`config.mk`:
```
export PLATFORM = sky130hd
export DESIGN_NAME = svm_mix_ctrl
export DESIGN_NICKNAME = d
export VERILOG_FILES = /design/src/design/svm_pkg.sv /design/src/design/svm_mix_ctrl.sv
export SDC_FILE = /design/constraint.sdc
export NUM_CORES = 1
export LEC_CHECK = 0
export BUFFER_PORTS_ARGS = -buffer_cell sky130_fd_sc_hd__buf_2
export CORE_ASPECT_RATIO = 0.5
export CORE_MARGIN = 3
export CORE_UTILIZATION = 56
export DETAILED_ROUTE_END_ITERATION = 12
export GPL_ROUTABILITY_DRIVEN = 0
export PLACE_DENSITY = 0.81
export SLEW_MARGIN = 10
export SYNTH_ARGS = -nofsm -noshare
export SYNTH_HDL_FRONTEND = slang
export SYNTH_SLANG_ARGS = --single-unit
```
`constraint.sdc`:
```
create_clock -name i_clk -period 16.6 [get_ports i_clk]
set_input_delay 0.83 -clock i_clk [delete_from_list [all_inputs] [get_ports i_clk]]
set_output_delay 0.83 -clock i_clk [all_outputs]
set_load 0.02 [all_outputs]
```
`src/design/svm_pkg.sv`:
```
// shared types and constants of the sample voice mixer
`default_nettype none
package svm_pkg;

    localparam int VOICES_DEF       = 8;
    localparam int SAMPLE_DEPTH_DEF = 16384;

    localparam int OP_W      = 2;
    localparam int ADDR_W    = 14;
    localparam int WORD_W    = 16;
    localparam int LEN_W     = 15;
    localparam int CNT_OUT_W = 4;
    localparam int SHIFT_W   = 3;

    localparam logic [SHIFT_W-1:0] SHIFT_RESET = 3'd2;
    localparam logic [WORD_W-1:0]  MIX_SILENT  = 16'd32768;
    localparam logic [WORD_W-1:0]  MIX_MIN     = 16'd0;
    localparam logic [WORD_W-1:0]  MIX_MAX     = 16'd65535;
    localparam int                 SAT_MIN     = -32768;
    localparam int                 SAT_MAX     = 32767;

    typedef enum logic [OP_W-1:0] {
        OP_LOAD  = 2'd0,
        OP_START = 2'd1,
        OP_TICK  = 2'd2,
        OP_NONE  = 2'd3
    } t_op;

    typedef enum logic [1:0] {
        ST_IDLE,
        ST_VDATA,
        ST_SDATA,
        ST_MOVE
    } t_state;

    typedef struct packed {
        logic [WORD_W-1:0]    mixed;
        logic                 valid;
        logic                 accepted;
        logic [CNT_OUT_W-1:0] voices;
    } t_result;

endpackage
`default_nettype wire

```
`src/design/svm_mix_ctrl.sv`:
```
// item decode, voice table sequencer and mix accumulator
`default_nettype none
module svm_mix_ctrl
    import svm_pkg::*;
#(
    parameter int VOICES       = VOICES_DEF,
    parameter int SAMPLE_DEPTH = SAMPLE_DEPTH_DEF,
    localparam int AW   = $clog2(SAMPLE_DEPTH),
    localparam int EW   = AW + 1,
    localparam int VIW  = (VOICES > 1) ? $clog2(VOICES) : 1,
    localparam int VEW  = AW + EW
) (
    input  wire logic               i_clk,
    input  wire logic               i_rst_n,
    input  wire logic               i_in_valid,
    input  wire logic [OP_W-1:0]    i_op,
    input  wire logic [ADDR_W-1:0]  i_address,
    input  wire logic [WORD_W-1:0]  i_sample_word,
    input  wire logic [LEN_W-1:0]   i_voice_length,
    input  wire logic [SHIFT_W-1:0] i_shift,
    input  wire logic               i_out_free,
    output logic                    o_in_stall,
    output logic                    o_done,
    output t_result                 o_result,
    output logic                    o_smp_we,
    output logic      [AW-1:0]      o_smp_waddr,
    output logic      [WORD_W-1:0]  o_smp_wdata,
    output logic      [AW-1:0]      o_smp_raddr,
    input  wire logic [WORD_W-1:0]  i_smp_rdata,
    output logic                    o_vc_we,
    output logic      [VIW-1:0]     o_vc_waddr,
    output logic      [VEW-1:0]     o_vc_wdata,
    output logic      [VIW-1:0]     o_vc_raddr,
    input  wire logic [VEW-1:0]     i_vc_rdata
);

    localparam int CW   = $clog2(VOICES + 1);
    localparam int SW   = (EW > 16) ? EW : 16;
    localparam int ACCW = 18 + $clog2(VOICES);
    localparam logic signed [ACCW-1:0] LIM_LO = ACCW'(SAT_MIN);
    localparam logic signed [ACCW-1:0] LIM_HI = ACCW'(SAT_MAX);

    t_state                  r_state, n_state;
    logic [CW-1:0]           r_count, n_count;
    logic [VIW-1:0]          r_idx, n_idx;
    logic [AW-1:0]           r_pos, n_pos;
    logic [EW-1:0]           r_end, n_end;
    logic signed [ACCW-1:0]  r_acc, n_acc;

    logic              w_accept;
    logic              w_is_tick_busy;
    logic [SW-1:0]     w_sum_end;
    logic              w_load_ok;
    logic              w_start_ok;
    logic [AW-1:0]     w_rd_pos;
    logic [EW-1:0]     w_rd_end;
    logic [EW-1:0]     w_newpos;
    logic              w_retire;
    logic              w_last;
    logic              w_more;
    logic [16:0]       w_ext, w_mag, w_shr, w_att;
    logic signed [ACCW-1:0] w_acc_next;
    logic [WORD_W-1:0] w_mix;

    assign w_accept       = i_in_valid && (r_state == ST_IDLE) && i_out_free;
    assign o_in_stall     = !((r_state == ST_IDLE) && i_out_free);
    assign w_is_tick_busy = (i_op == OP_TICK) && (r_count != '0);

    assign w_sum_end  = SW'(i_address) + SW'(i_voice_length);
    assign w_load_ok  = SW'(i_address) < SW'(SAMPLE_DEPTH);
    assign w_start_ok = (r_count < CW'(VOICES)) && (i_voice_length != '0)
                        && (w_sum_end <= SW'(SAMPLE_DEPTH));

    assign w_rd_pos = i_vc_rdata[VEW-1 -: AW];
    assign w_rd_end = i_vc_rdata[EW-1:0];
    assign w_newpos = {1'b0, r_pos} + EW'(1);
    assign w_retire = w_newpos >= r_end;
    assign w_last   = CW'(r_idx) == (r_count - CW'(1));
    assign w_more   = (CW'(r_idx) + CW'(1)) < r_count;

    // truncate toward zero: shift the magnitude, then restore the sign
    assign w_ext = {i_smp_rdata[WORD_W-1], i_smp_rdata};
    assign w_mag = i_smp_rdata[WORD_W-1] ? (~w_ext + 17'd1) : w_ext;
    assign w_shr = w_mag >> i_shift;
    assign w_att = i_smp_rdata[WORD_W-1] ? (~w_shr + 17'd1) : w_shr;
    assign w_acc_next = r_acc + {{(ACCW-17){w_att[16]}}, w_att};

    always_comb begin
        if (w_acc_next < LIM_LO) begin
            w_mix = MIX_MIN;
        end else if (w_acc_next > LIM_HI) begin
            w_mix = MIX_MAX;
        end else begin
            w_mix = {~w_acc_next[15], w_acc_next[14:0]};
        end
    end

    // next state
    always_comb begin
        n_state = r_state;
        case (r_state)
            ST_IDLE: begin
                if (w_accept && w_is_tick_busy) begin
                    n_state = ST_VDATA;
                end
            end
            ST_VDATA: n_state = ST_SDATA;
            ST_SDATA: begin
                if (w_retire) begin
                    n_state = w_last ? ST_IDLE : ST_MOVE;
                end else begin
                    n_state = w_more ? ST_VDATA : ST_IDLE;
                end
            end
            ST_MOVE: n_state = ST_SDATA;
            default: n_state = ST_IDLE;
        endcase
    end

    // memory accesses and results
    always_comb begin
        o_smp_we    = 1'b0;
        o_smp_waddr = AW'(i_address);
        o_smp_wdata = i_sample_word;
        o_smp_raddr = w_rd_pos;
        o_vc_we     = 1'b0;
        o_vc_waddr  = r_idx;
        o_vc_wdata  = {w_newpos[AW-1:0], r_end};
        o_vc_raddr  = '0;
        o_done      = 1'b0;
        o_result.mixed    = MIX_SILENT;
        o_result.valid    = 1'b0;
        o_result.accepted = 1'b1;
        o_result.voices   = CNT_OUT_W'(r_count);
        case (r_state)
            ST_IDLE: begin
                o_smp_we   = w_accept && (i_op == OP_LOAD) && w_load_ok;
                o_vc_we    = w_accept && (i_op == OP_START) && w_start_ok;
                o_vc_waddr = VIW'(r_count);
                o_vc_wdata = {AW'(i_address), EW'(w_sum_end)};
                o_done     = w_accept && !w_is_tick_busy;
                o_result.valid = (i_op == OP_TICK);
                if (i_op == OP_START) begin
                    o_result.accepted = w_start_ok;
                    if (w_start_ok) begin
                        o_result.voices = CNT_OUT_W'(r_count + CW'(1));
                    end
                end else if (i_op == OP_NONE) begin
                    o_result.accepted = 1'b0;
                end
            end
            ST_VDATA: begin
            end
            ST_SDATA: begin
                o_result.mixed = w_mix;
                o_result.valid = 1'b1;
                if (w_retire) begin
                    // last voice moves into this slot and is visited next
                    o_vc_raddr = VIW'(r_count - CW'(1));
                    o_done     = w_last;
                    o_result.voices = CNT_OUT_W'(r_count - CW'(1));
                end else begin
                    o_vc_we    = 1'b1;
                    o_vc_raddr = r_idx + VIW'(1);
                    o_done     = !w_more;
                end
            end
            ST_MOVE: begin
                o_vc_we    = 1'b1;
                o_vc_wdata = i_vc_rdata;
            end
            default: begin
            end
        endcase
    end

    always_comb begin
        n_count = r_count;
        n_idx   = r_idx;
        n_pos   = r_pos;
        n_end   = r_end;
        n_acc   = r_acc;
        case (r_state)
            ST_IDLE: begin
                n_idx = '0;
                n_acc = '0;
                if (w_accept && (i_op == OP_START) && w_start_ok) begin
                    n_count = r_count + CW'(1);
                end
            end
            ST_VDATA, ST_MOVE: begin
                n_pos = w_rd_pos;
                n_end = w_rd_end;
            end
            ST_SDATA: begin
                n_acc = w_acc_next;
                if (w_retire) begin
                    n_count = r_count - CW'(1);
                end else begin
                    n_idx = r_idx + VIW'(1);
                end
            end
            default: begin
            end
        endcase
    end

    always_ff @(posedge i_clk) begin
        if (!i_rst_n) begin
            r_state <= ST_IDLE;
            r_count <= '0;
            r_idx   <= '0;
        end else begin
            r_state <= n_state;
            r_count <= n_count;
            r_idx   <= n_idx;
        end
    end

    always_ff @(posedge i_clk) begin
        r_pos <= n_pos;
        r_end <= n_end;
        r_acc <= n_acc;
    end

endmodule
`default_nettype wire

```
# Word-level counts from Yosys, hierarchy flattened
# Cells that the tools add are included.
[totals] out_inout_bits=105 n_memories=0 inputBits=99 ramBits=0 romBits=0 latchBits=0 regBits=59
[classes] add_sub_neg=9 eq_ne=10 n_bitwise=3 n_div=0 n_mul=0 muxes=32 order_cmp=6 n_shift=1 reduce_logical=22
[ops] cell="$pmux 29 s2" n=1
[ops] cell="$mux 16" n=3
[ops] cell="$pmux 21 s2" n=1
[ops] cell="$add 17x1->17 const B" n=2
[ops] cell="$mux 17" n=2
[ops] cell="$not 17->17" n=2
[ops] cell="$add 21x21->21" n=1
[ops] cell="$gt 21x16->1 const B" n=1
[ops] cell="$lt 21x16->1 const B" n=1
[ops] cell="$shr 17x3->17" n=1
[ops] cell="$add 14x15->16" n=1
[ops] cell="$le 16x15->1 const B" n=1
[ops] cell="$mux 4" n=4
[ops] cell="$pmux 4 s2" n=2
[ops] cell="$add 14x1->15 const B" n=1
[ops] cell="$ge 15x15->1" n=1
[ops] cell="$reduce_bool 15->1" n=1
[ops] cell="$mux 3" n=4
[ops] cell="$logic_and 1x1->1" n=11
[ops] cell="$eq 2x2->1 const B" n=4
[ops] cell="$mux 1" n=7
[ops] cell="$mux 2" n=3
[ops] cell="$pmux 2 s3" n=1
[ops] cell="$pmux 3 s2" n=1
[ops] cell="19 further kinds" n=26

# Depth between registers and ports, before layout
[depth] depth_word=12 mapped_depth=29 depth_no_buf=26

# Worst setup path after synthesis
# OpenSTA, ideal clock, no wires.
[synth_timing] path_type="input port to output port" startpoint="input i_smp_rdata[2]" endpoint="output o_result[11] (netlist name)" setup_slack_ns=9.495 path_stages=23 n_path_buf=3 arrival_ns=6.275 cell_sequence="buf_6 or4_4 buf_6 o311ai_0 a21oi_1 or2_2 mux4_2 ha_1 nand2b_1 xnor2_1 ha_1 nor2b_1 o31a_1 o21a_1 o311ai_0 o2111ai_1 a31o_2 a2111oi_0 a21oi_1 xnor2_2 o41ai_2 buf_6 a21oi_1"
[synth_rtl] item="start: declaration" line_no="svm_mix_ctrl.sv:29" text="input wire logic [WORD_W-1:0] i_smp_rdata,"
[synth_rtl] item="end: declaration" line_no="svm_mix_ctrl.sv:24" text="output t_result o_result,"

==> reports/qor.yml <==
status:
  status: "complete, no violations"
global_routing:
  track_usage_pct: 27.6
  antenna_found_initial: 0
  grt_pass1_wl_um: 34000
  overflow: 0
  grt_max_degree: 59
  first_global_vias: 7130
routing:
  viasPerCell: 6.26
  wire_per_inst_um: 17.6
  ant_nets: 0
  dr.pass1.iters: 5
  wirelength_um: 21200
  drt_iter0_drc: 570
  via_count: 7565
  drc: 0
hold_path:
  min_path_type: "flip-flop to flip-flop"
worst_setup_path:
  slowest_delay_ns: 0.60
  start_kind: "input pin"
  crit_fanout: 41
  cp-end-kind: "output pin"
  critPathKind: "input pin to output pin"
  required_ns: 15.77
  slowest_stage: "o21ai_2"
  cp_num_buf_inv: 4
  cp_cell_sequence: "buf_2 > inv_1 > a311oi_1 > nor2_1 > o22ai_1 > nor3_1 > a21oi_1 > inv_1 > ha_1 > o2111ai_2 > o21ai_0 > xnor2_1 > ha_1 > a2111oi_0 > o21ai_0 > a41oi_1 > o21ai_0 > a31oi_1 > xor2_1 > nor2_1 > and4_1 > o21ai_2 > a21oi_1 > buf_2"
  cp_common_cell: "o21ai_0"
  cp_top_family: "compound AO/OA/AOI/OAI gates"
  cp.arrival_ns: 7.09
timing:
  tightest_slew_ns: 1.21
  min_period_over_period_pct: 47.7
  maxSlewViolCount: 0
  slew_headroom_pct: 19.2
  min_period_ns: 7.92
  setup_viol: 0
  hold_ws_ns: 0.546
  skew_ns: 0.00861
  finalHoldViolCount: 0
  rsz0062_at_grt: "false"
  setup_tns_ns: 0
  fmax_ghz: 0.126
cells_and_area:
  diodes: 0
  design_area_mm2: 0.00841
  final_nets: 1201
  fillers: 1134
  seqCellArea_mm2: 0.00168
  syn_to_final_growth_pct: 11.0
  stdcell_count: 1208
  drive_above_1_share_pct: 22.0
  multi_input_area_mm2: 0.00515
clocking:
  numClockSinks: 59
  cts_buffers: 9
  postCtsSetupBuffers: 0
  root_buffer: "clkbuf_16"
  path_clk_slew_ns: 0.05
  cts_resized: 0
  ctsHoldBuffers: 0
  cts_tree: "yes"
  cts_buffer_depth: 2
  cts_max_level: 3
  insertion_delay_ns: 0.34
synth:
  avgSynthCellArea_um2: 8.05
  synth.net_count: 1110
  syn_inst: 942
  yosysWarningCount: 0
  synth-seq-cells: 59
  seq_area_frac_synth_pct: 22.2
  ys_async_sr_fraction_pct: 0
  ys.flop_type: "edfxtp_1"
  ys_types: 78
  synth_edf_count: 50
  synth.cell_area_mm2: 0.00758
place:
  dp_hpwl_um: 16200
  io_buffers: 171
  dp.cells: 1192
  placed_cell_area_mm2: 0.00813
flow_run:
  max_cap_viol_count: 0
power:
  p_total_mw: 1.44
  power_density_mw_per_mm2: 171
  ir_drop_v: 0.000182
  p_leak_nw: 3.68
die:
  die_h_um: 88.3
  die_area_mm2: 0.0151
  ioPinCount: 204
  core_area_mm2: 0.0130
  initial_core_util_pct: 58.5
  rows: 29
  die_w_um: 171
[layout by cell type, fill, tap and decap left out, types with 9 or more instances in the layout]
cell,netlist,layout
o211ai_1,9,9
a21o_1,17,17
ha_1,67,67
a31oi_1,16,16
a21oi_1,83,83
inv_1,55,55
nand2b_1,14,14
dfxtp_1,9,9
or3_1,10,10
buf_2,1,171
clkbuf_16,0,9
edfxtp_1,50,50
nand3_1,14,14
o21ai_0,61,61
nor2_1,70,70
mux2i_1,11,11
xor2_1,21,21
nand4_1,17,17
xnor2_1,40,40
nor3_1,20,20
nor4_1,10,10
a22oi_1,19,19
or2_2,10,10
a221oi_1,14,14
a211oi_1,13,13
nand2_1,65,65
[sequential cells by signal (all words and copies together) (netlist names)]
| name | cells |
|---|---|
| r_pos | 14 |
| r_state | 2 |
| r_idx | 3 |
| r_count | 4 |
| r_end | 15 |
| r_acc | 21 |
[logic make-up after synthesis]
| group | after synthesis | synth area share (%) |
|---|---|---|
| AOI/OAI and AO/OA | 315 | 28.0 |
| xor gates and xnor gates | 62 | 7.26 |
| adders and majority gates | 69 | 11.6 |
| buffers and inverters | 149 | 9.92 |
| DFF | 59 | 22.2 |
| muxes | 20 | 3.09 |
| and+or+nand+nor | 268 | 18.0 |
[cell type report]
cell class | instances | area share [%]
Timing Repair Buffer | 174 | 10.4
Inverter | 55 | 2.45
Clock inverter | 6 | 0.669
Multi-Input combinational cell | 734 | 61.2
Clock buffer | 10 | 2.72
Tap cell | 170 | 2.53
Sequential cell | 59 | 20.0
[report_power, final]
group / total [mW] / internal [mW] / switching [mW]
Clock: 0.183 / 0.115 / 0.0684
Combinational: 0.986 / 0.333 / 0.653
Sequential: 0.269 / 0.238 / 0.0309
[per-layer routing]
layer / share of wire, % / GRT usage, % / vias to the layer above
li1: - / - / 3653
met2: 48 / 48.9 / 302
met3: 6.9 / 5.00 / 32
met1: 43 / 34.9 / 3578
met5: 0 / 0 / -
met4: 1.7 / 8.31 / 0
[cells in the mapped netlist (8+ instances only)]
| library cell | n | area, um2 |
|---|---|---|
| a21oi_1 | 83 | 415 |
| nor2_1 | 70 | 263 |
| ha_1 | 67 | 838 |
| nand2_1 | 65 | 244 |
| o21ai_0 | 61 | 305 |
| inv_1 | 55 | 206 |
| edfxtp_1 | 50 | 1500 |
| buf_4 | 45 | 338 |
| xnor2_1 | 40 | 350 |
| clkbuf_1 | 38 | 143 |
| xor2_1 | 21 | 184 |
| nor3_1 | 20 | 100 |
| a22oi_1 | 19 | 143 |
| a21o_1 | 17 | 128 |
| nand4_1 | 17 | 106 |
| a31oi_1 | 16 | 100 |
| a221oi_1 | 14 | 123 |
| nand2b_1 | 14 | 87.6 |
| nand3_1 | 14 | 70.1 |
| a211oi_1 | 13 | 97.6 |
| mux2i_1 | 11 | 110 |
| nor4_1 | 10 | 62.6 |
| or2_2 | 10 | 62.6 |
| or3_1 | 10 | 62.6 |
| dfxtp_1 | 9 | 180 |
| o211ai_1 | 9 | 67.6 |
| and2_1 | 8 | 50.1 |
| o21a_1 | 8 | 60.1 |
[worst paths after layout]
kind	from	slack, ns	cells after the start	to
max reg2reg	r_pos[0]	12.38	16	r_count[3]
max	i_smp_rdata[15]	8.68	24	o_result[6]
min	r_idx[0]	0.55	2	r_idx[0]
min reg2reg	r_idx[0]	0.55	2	r_idx[0]
[metrics by stage]
stage,setup slack (ns),util (%)
2_1_floorplan,9.50,-
3_3_place_gp,9.03,62.7
3_5_place_dp,8.82,62.7
4_1_cts,8.80,64.9
5_1_grt,8.17,64.9
6_report,8.68,64.9
[tightest hold or removal path: cells and delay by family, from the launching register on]
kind           cells  cell delay [ns]
flip-flops         1             0.35
AO/OA/AOI/OAI      2             0.15
Power figures use the tool's default switching activity.
